<file path="src/medt_pkg.sv">
`timescale 1ns / 1ps

package medt_pkg;

	localparam int TIME_WIDTH       = 32;
	localparam int COUNT_OUT_WIDTH  = 11;
	localparam int MAX_BITS_DEFAULT = 1024;
	localparam int PROD_WIDTH       = TIME_WIDTH + 10;

	localparam logic [6:0] PERCENT_SCALE = 7'd100;

	localparam logic [6:0] ACCEPT_PCT_RESET = 7'd25;
	localparam logic [9:0] END_PCT_RESET    = 10'd300;
	localparam logic [3:0] HEADER_RESET     = 4'd2;

	typedef enum logic [1:0] {
		KIND_DATA  = 2'd0,
		KIND_END   = 2'd1,
		KIND_SHORT = 2'd2,
		KIND_DROP  = 2'd3
	} kind_t;

	typedef enum logic [1:0] {
		REG_ACCEPT_PCT = 2'd0,
		REG_END_PCT    = 2'd1,
		REG_HEADER     = 2'd2
	} cfg_reg_t;

	typedef struct packed {
		logic [TIME_WIDTH-1:0] edge_time;
		logic                  new_level;
	} in_item_t;

	typedef struct packed {
		kind_t                      kind;
		logic                       data_bit;
		logic [COUNT_OUT_WIDTH-1:0] bit_count;
	} out_item_t;

	typedef struct packed {
		logic awaiting_first_low;
		logic awaiting_high_period;
		logic uncalibrated;
	} flags_t;

	typedef struct packed {
		logic [6:0] accept_pct;
		logic [9:0] end_pct;
		logic [3:0] header_bits;
	} cfg_t;

endpackage

</file>
<file path="src/medt_step.sv">
`timescale 1ns / 1ps

module medt_step import medt_pkg::*; #(
	parameter int MAX_BITS = MAX_BITS_DEFAULT,
	parameter int CNT_W    = $clog2(MAX_BITS + 1)
) (
	input  in_item_t              item,
	input  cfg_t                  cfg,
	input  logic [TIME_WIDTH-1:0] last_time,
	input  logic [TIME_WIDTH-1:0] low_period,
	input  logic [TIME_WIDTH-1:0] high_period,
	input  flags_t                flags,
	input  logic [CNT_W-1:0]      bits_rcvd,
	output logic [TIME_WIDTH-1:0] last_time_nx,
	output logic [TIME_WIDTH-1:0] low_period_nx,
	output logic [TIME_WIDTH-1:0] high_period_nx,
	output flags_t                flags_nx,
	output logic [CNT_W-1:0]      bits_rcvd_nx,
	output logic                  res_valid,
	output out_item_t             res
);

	logic [TIME_WIDTH-1:0] t;
	logic                  lvl;
	logic [TIME_WIDTH-1:0] lt;
	logic [TIME_WIDTH-1:0] lp;
	logic [TIME_WIDTH-1:0] hp;
	flags_t                fl;
	logic [TIME_WIDTH-1:0] period;
	logic [TIME_WIDTH-1:0] elapsed;
	logic [TIME_WIDTH-1:0] dev;
	logic [PROD_WIDTH-1:0] dev_x100;
	logic [PROD_WIDTH-1:0] end_lim;
	logic [PROD_WIDTH-1:0] acc_lim;
	logic [CNT_W-1:0]      hdr;
	logic [CNT_W-1:0]      br_inc;
	logic [CNT_W-1:0]      pay;
	logic [CNT_W-1:0]      pay_inc;

	assign t   = item.edge_time;
	assign lvl = item.new_level;
	assign hdr = CNT_W'(cfg.header_bits);

	// calibration updates, applied before the timing test of the same edge
	always_comb begin
		lt = last_time;
		lp = low_period;
		hp = high_period;
		fl = flags;
		if (low_period == '0 && !flags.awaiting_first_low && !lvl) begin
			lp = t - last_time;
			fl.uncalibrated = 1'b0;
		end
		if (flags.awaiting_high_period && lvl && !flags.awaiting_first_low) begin
			hp = t - last_time;
			fl.awaiting_high_period = 1'b0;
			fl.uncalibrated = 1'b0;
		end
		if (flags.awaiting_first_low && !lvl) begin
			lt = t;
			fl.awaiting_first_low = 1'b0;
		end
	end

	assign period   = lvl ? hp : lp;
	assign elapsed  = t - lt;
	assign dev      = (period > elapsed) ? (period - elapsed) : (elapsed - period);
	assign dev_x100 = PROD_WIDTH'(dev) * PROD_WIDTH'(PERCENT_SCALE);
	assign end_lim  = PROD_WIDTH'(period) * PROD_WIDTH'(cfg.end_pct);
	assign acc_lim  = PROD_WIDTH'(period) * PROD_WIDTH'(cfg.accept_pct);

	assign br_inc  = bits_rcvd + CNT_W'(1);
	assign pay     = (bits_rcvd > hdr) ? (bits_rcvd - hdr) : '0;
	assign pay_inc = (br_inc > hdr) ? (br_inc - hdr) : '0;

	always_comb begin
		last_time_nx   = lt;
		low_period_nx  = lp;
		high_period_nx = hp;
		flags_nx       = fl;
		bits_rcvd_nx   = bits_rcvd;
		res_valid      = 1'b0;
		res.kind       = KIND_DATA;
		res.data_bit   = 1'b0;
		res.bit_count  = '0;
		if (!(fl.uncalibrated || period == '0)) begin
			if (dev_x100 > end_lim) begin
				res_valid = 1'b1;
				if (bits_rcvd < hdr) begin
					res.kind = KIND_SHORT;
				end else begin
					res.kind      = KIND_END;
					res.bit_count = COUNT_OUT_WIDTH'(pay);
				end
				last_time_nx   = '0;
				low_period_nx  = '0;
				high_period_nx = '0;
				flags_nx       = '{1'b1, 1'b1, 1'b1};
				bits_rcvd_nx   = '0;
			end else if (!(dev_x100 > acc_lim)) begin
				last_time_nx = t;
				if (bits_rcvd >= CNT_W'(MAX_BITS)) begin
					res_valid     = 1'b1;
					res.kind      = KIND_DROP;
					res.bit_count = COUNT_OUT_WIDTH'(pay);
				end else begin
					bits_rcvd_nx = br_inc;
					if (br_inc > hdr) begin
						res_valid     = 1'b1;
						res.kind      = KIND_DATA;
						res.data_bit  = ~lvl;
						res.bit_count = COUNT_OUT_WIDTH'(pay_inc);
					end
				end
			end
		end
	end

endmodule

</file>
<file path="src/manchester_edge_timing_decoder_core.sv">
`timescale 1ns / 1ps
// Path: an accepted edge is registered in the input register, and its result in the output
// register; the step waits while a held result stalls it.
// Throughput: one edge per cycle unless a held result stalls; timing check and state update
// are combinational. A held result freezes the input register; the input stalls once it is full.
// Reset (arst_n low): timing state, counters and valids clear at once; registers
// return to accept 25 %, end 300 %, header 2.
module manchester_edge_timing_decoder_core import medt_pkg::*; #(
	parameter int MAX_BITS = MAX_BITS_DEFAULT
) (
	input  logic      clk,
	input  logic      arst_n,
	input  logic      in_valid,
	output logic      in_stall,
	input  in_item_t  in_data,
	output logic      out_valid,
	input  logic      out_stall,
	output out_item_t out_data,
	input  logic      cfg_valid,
	output logic      cfg_ready,
	input  cfg_reg_t  cfg_index,
	input  logic [9:0] cfg_data
);

	localparam int CNT_W = $clog2(MAX_BITS + 1);

	cfg_t                  cfg_q;
	logic                  valid_s1;
	in_item_t              item_s1;
	logic [TIME_WIDTH-1:0] last_time_q;
	logic [TIME_WIDTH-1:0] low_period_q;
	logic [TIME_WIDTH-1:0] high_period_q;
	flags_t                flags_q;
	logic [CNT_W-1:0]      bits_rcvd_q;
	logic                  out_valid_q;
	out_item_t             out_q;

	logic [TIME_WIDTH-1:0] last_time_nx;
	logic [TIME_WIDTH-1:0] low_period_nx;
	logic [TIME_WIDTH-1:0] high_period_nx;
	flags_t                flags_nx;
	logic [CNT_W-1:0]      bits_rcvd_nx;
	logic                  res_valid;
	out_item_t             res;
	logic                  advance;
	logic                  do_step;

	assign advance   = !out_valid_q || !out_stall;
	assign do_step   = valid_s1 && advance;
	assign in_stall  = valid_s1 && !advance;
	assign cfg_ready = 1'b1;
	assign out_valid = out_valid_q;
	assign out_data  = out_q;

	always_ff @(posedge clk or negedge arst_n) begin
		if (!arst_n) begin
			cfg_q <= '{ACCEPT_PCT_RESET, END_PCT_RESET, HEADER_RESET};
		end else if (cfg_valid && cfg_ready) begin
			unique case (cfg_index)
				REG_ACCEPT_PCT: cfg_q.accept_pct  <= cfg_data[6:0];
				REG_END_PCT:    cfg_q.end_pct     <= cfg_data;
				REG_HEADER:     cfg_q.header_bits <= cfg_data[3:0];
				default: ;
			endcase
		end
	end

	always_ff @(posedge clk or negedge arst_n) begin
		if (!arst_n) begin
			valid_s1 <= 1'b0;
		end else if (!in_stall) begin
			valid_s1 <= in_valid;
		end
	end

	always_ff @(posedge clk) begin
		if (in_valid && !in_stall) begin
			item_s1 <= in_data;
		end
	end

	medt_step #(
		.MAX_BITS(MAX_BITS),
		.CNT_W(CNT_W)
	) u_step (
		.item(item_s1),
		.cfg(cfg_q),
		.last_time(last_time_q),
		.low_period(low_period_q),
		.high_period(high_period_q),
		.flags(flags_q),
		.bits_rcvd(bits_rcvd_q),
		.last_time_nx(last_time_nx),
		.low_period_nx(low_period_nx),
		.high_period_nx(high_period_nx),
		.flags_nx(flags_nx),
		.bits_rcvd_nx(bits_rcvd_nx),
		.res_valid(res_valid),
		.res(res)
	);

	always_ff @(posedge clk or negedge arst_n) begin
		if (!arst_n) begin
			last_time_q   <= '0;
			low_period_q  <= '0;
			high_period_q <= '0;
			flags_q       <= '{1'b1, 1'b1, 1'b1};
			bits_rcvd_q   <= '0;
		end else if (do_step) begin
			last_time_q   <= last_time_nx;
			low_period_q  <= low_period_nx;
			high_period_q <= high_period_nx;
			flags_q       <= flags_nx;
			bits_rcvd_q   <= bits_rcvd_nx;
		end
	end

	always_ff @(posedge clk or negedge arst_n) begin
		if (!arst_n) begin
			out_valid_q <= 1'b0;
		end else if (advance) begin
			out_valid_q <= do_step && res_valid;
		end
	end

	always_ff @(posedge clk) begin
		if (do_step && res_valid) begin
			out_q <= res;
		end
	end

endmodule

</file>
<file path="config.mk">
export PLATFORM = sky130hd
export DESIGN_NAME = manchester_edge_timing_decoder_core
export DESIGN_NICKNAME = d
export VERILOG_FILES = /design/src/medt_pkg.sv /design/src/medt_step.sv /design/src/manchester_edge_timing_decoder_core.sv
export SDC_FILE = /design/constraint.sdc
export NUM_CORES = 2
export LEC_CHECK = 0
export BUFFER_PORTS_ARGS = -buffer_cell sky130_fd_sc_hd__buf_2
export CORE_ASPECT_RATIO = 1.1
export CORE_UTILIZATION = 40
export CTS_CLUSTER_SIZE = 10
export DETAILED_ROUTE_END_ITERATION = 7
export PLACE_DENSITY = 0.59
export SETUP_SLACK_MARGIN = 0.5
export SLEW_MARGIN = 20
export SYNTH_ARGS = -nofsm -noshare
export SYNTH_HDL_FRONTEND = slang
export SYNTH_SLANG_ARGS = --single-unit
</file>
<file path="constraint.sdc">
create_clock -name clk -period 19.57 [get_ports clk]
set_input_delay 3.914 -clock clk [delete_from_list [all_inputs] [get_ports clk]]
set_output_delay 3.914 -clock clk [all_outputs]
set_load 0.1 [all_outputs]
</file>
==> impl_results.md <==
* Core ar. at 92500 um2
* Synth Flop Type: dfrtp_1
* Vias after detailed routing at 31761
* Initial antenna violation count at 1
* Least-Margin Pin Slew at 1.11 ns
* Synth top area share at 0.223
* Starting density of the core at 0.403
* CTS H-tree lvls at 4
* Setup Viol. Count Final at 0
* Nets at 5268
* Max stage delay on crit path at 0.87 ns
* RSZ-0062 raised after global routing: no
* Hold-fix buffers, CTS at 0
* MaxCap Viol Count at 0
* Fmax at 64.2 MHz
* Hold crit path type: flop to flop
* Setup_tns at 0 ns
* Final Hold Fails at 0
* Critical Path AT at 15.98 ns
* Share of layout cells above drive strength 1 at 0.0621
* Mapped cell area at 37300 um2
* CTS buffer count at 17
* Clock transition at path regs at 0.08 ns
* Area Growth Syn to Fin at 6.04%
* Clock sink count at 180
* Synth area leaders: fa_1 (22%), ha_1 (15%), dfrtp_1 (8.2%)
* FF+latch count, synth at 180
* Status: complete, no violations
* WP depth at 63
* Syn. warnings at 0
* Initial DRC count at 2185
* Vias in the first global route at 31624
* First-pass DRT Iterations at 5
* Post-synth top cells: nand2_1 (579), inv_1 (530), ha_1 (435)
* DP Worst Slack at 4.17 ns
* Root Driver: clkbuf_16
* Placed Area at 39000 um2
* Worst-Skew Late Latency at 0.48 ns
* Syn Inst Count at 4445
* Post-DR wirelength/cell at 19.8 um
* Total track usage at 0.239
* Min cycle time layout at 15.57 ns
* Die ar. at 94500 um2
* Worst setup SP type: flop
* Syn nets at 5346
* GP Congestion at 0.921
* Post-CTS Setup Inserts at 0
* Design Area, Final at 39500 um2
* Row count at 117
* Vias per Instance at 5.64
* Die Span X at 293 um
* First-pass GRT wire length at 179000 um
* Max Slew Vio Count at 0
* Top-Level Pins at 67
* Max-slew headroom at 0.260
* Netlist cell types at 115
* Layout Cells excl Fill at 5630
* Post-synth EDFFs at 47
* Setup crit end kind: flop
* CP most frequent cell: ha_1
* Worst endpoint required time at 19.98 ns
* Critical Path Fanout Max at 37
* Final ANT Viol Nets at 0
* Pin count of the biggest net entering global routing at 79
* Crit Path Class: flop to flop
* CP top delay family: compound AO/OA/AOI/OAI gates
* Final period util at 0.796
* Port bufs at 65
* Post-DP HPWL at 87500 um
* Post-synth ARST share at 0.739
* Most common cell in the netlist: nand2_1
* Largest area contributor in the netlist: fa_1
* Total buffers and inverters traversed by the critical path at 3
* Slowest cell on crit path: o21ai_4
* Worst Slack Setup Final at 4.00 ns
* Final WL at 111000 um
* Mean Syn Cell Area at 8.39 um2
* Post-cts sizing count at 0
* Dpl cells at 5597
* Die height at 322 um
* R2R depth at 63
* CTS tree: yes
* Grt ovf at 0
* CTS max path bufs at 2
* Seq/Total Area, Yosys at 0.127
* Final clock skew at 0.0184 ns
* Min-Delay Path Depth at 2
* DR DRC count at 0
[layer usage]
metal,share of wire,global-route usage,up-vias
li1,-,-,14864
met1,0.45,0.323,15977
met2,0.49,0.417,816
met3,0.046,0.0193,104
met4,0.019,0.0508,0
met5,0,0,-
[placed cells by master (no fill, tap or decap), types with 26 or more instances in the layout]
cell	n
a21o_1	107
a22o_1	65
and3_1	48
inv_1	530
xnor2_1	124
dfrtp_1	122
o21bai_1	46
edfxtp_1	47
a211oi_1	35
a21oi_1	285
ha_1	435
nor2b_1	33
nand2b_1	48
nand2_1	579
nor3_1	53
buf_2	64
o21ai_0	170
o21a_1	30
and2_1	184
mux2_2	31
nor2_1	234
xor2_1	86
a31oi_1	26
nand3_1	68
fa_1	416
nand4_1	37
buf_4	62
[logic make-up after synthesis]
family	synth area share
AND/OR/NAND/NOR	0.178
AO/OA/AOI/OAI	0.180
adder cells (fa/ha/maj)	0.371
buffers and inverters	0.0780
XOR/XNOR	0.0498
flip-flops	0.127
multiplexers	0.0155
other	0.000101
[worst reg2reg max path, delay by kind of cell, from the launching register on]
kind            cells  cell delay [ns]
simple gates       16             2.72
compound gates     34             8.17
mux                 1             0.25
xor+xnor            2             0.54
fa+ha+maj           7             2.42
buf+inv             3             0.84
flops               1             0.59
[layout make-up]
| type | count | area, um2 |
|---|---|---|
| clock buffers | 20 | 437 |
| multi-input cells | 3510 | 29900 |
| diodes | 1 | 2.50 |
| inverters | 531 | 1990 |
| fillers | 9428 | 53000 |
| flip-flops and latches | 180 | 4750 |
| clock inverters | 12 | 146 |
| well taps | 1249 | 1560 |
| repair buffers | 127 | 797 |
[registers in the layout, indices dropped and copies added, names as in the netlist]
register       count
bits_rcvd_q       11
flags_q            3
valid_s1           1
last_time_q       32
out_data          14
low_period_q      32
item_s1           33
high_period_q     32
out_valid          1
cfg_q             21
[through the flow]
| step | utilization | hold slack (ns) |
|---|---|---|
| floorplan | - | 0.445 |
| global placement | 0.421 | 0.463 |
| detailed placement | 0.421 | 0.471 |
| CTS | 0.427 | 0.486 |
| global route | 0.427 | 0.519 |
| finish | 0.427 | 0.484 |
[path summary, 6_finish.rpt]
kind	startpoint	endpoint	slack (ns)
min	high_period_q[8]	high_period_q[8]	0.48
min in group asynchronous	arst_n	cfg_q[2]	3.43
max in group asynchronous	arst_n	last_time_q[15]	14.74
max reg2reg	flags_q[2]	last_time_q[7]	4.00
min reg2reg	high_period_q[8]	high_period_q[8]	0.48
max	flags_q[2]	last_time_q[7]	4.00
Power is not shown: default switching activity piles up to over one toggle a cycle in this logic, so the estimate is an artifact.
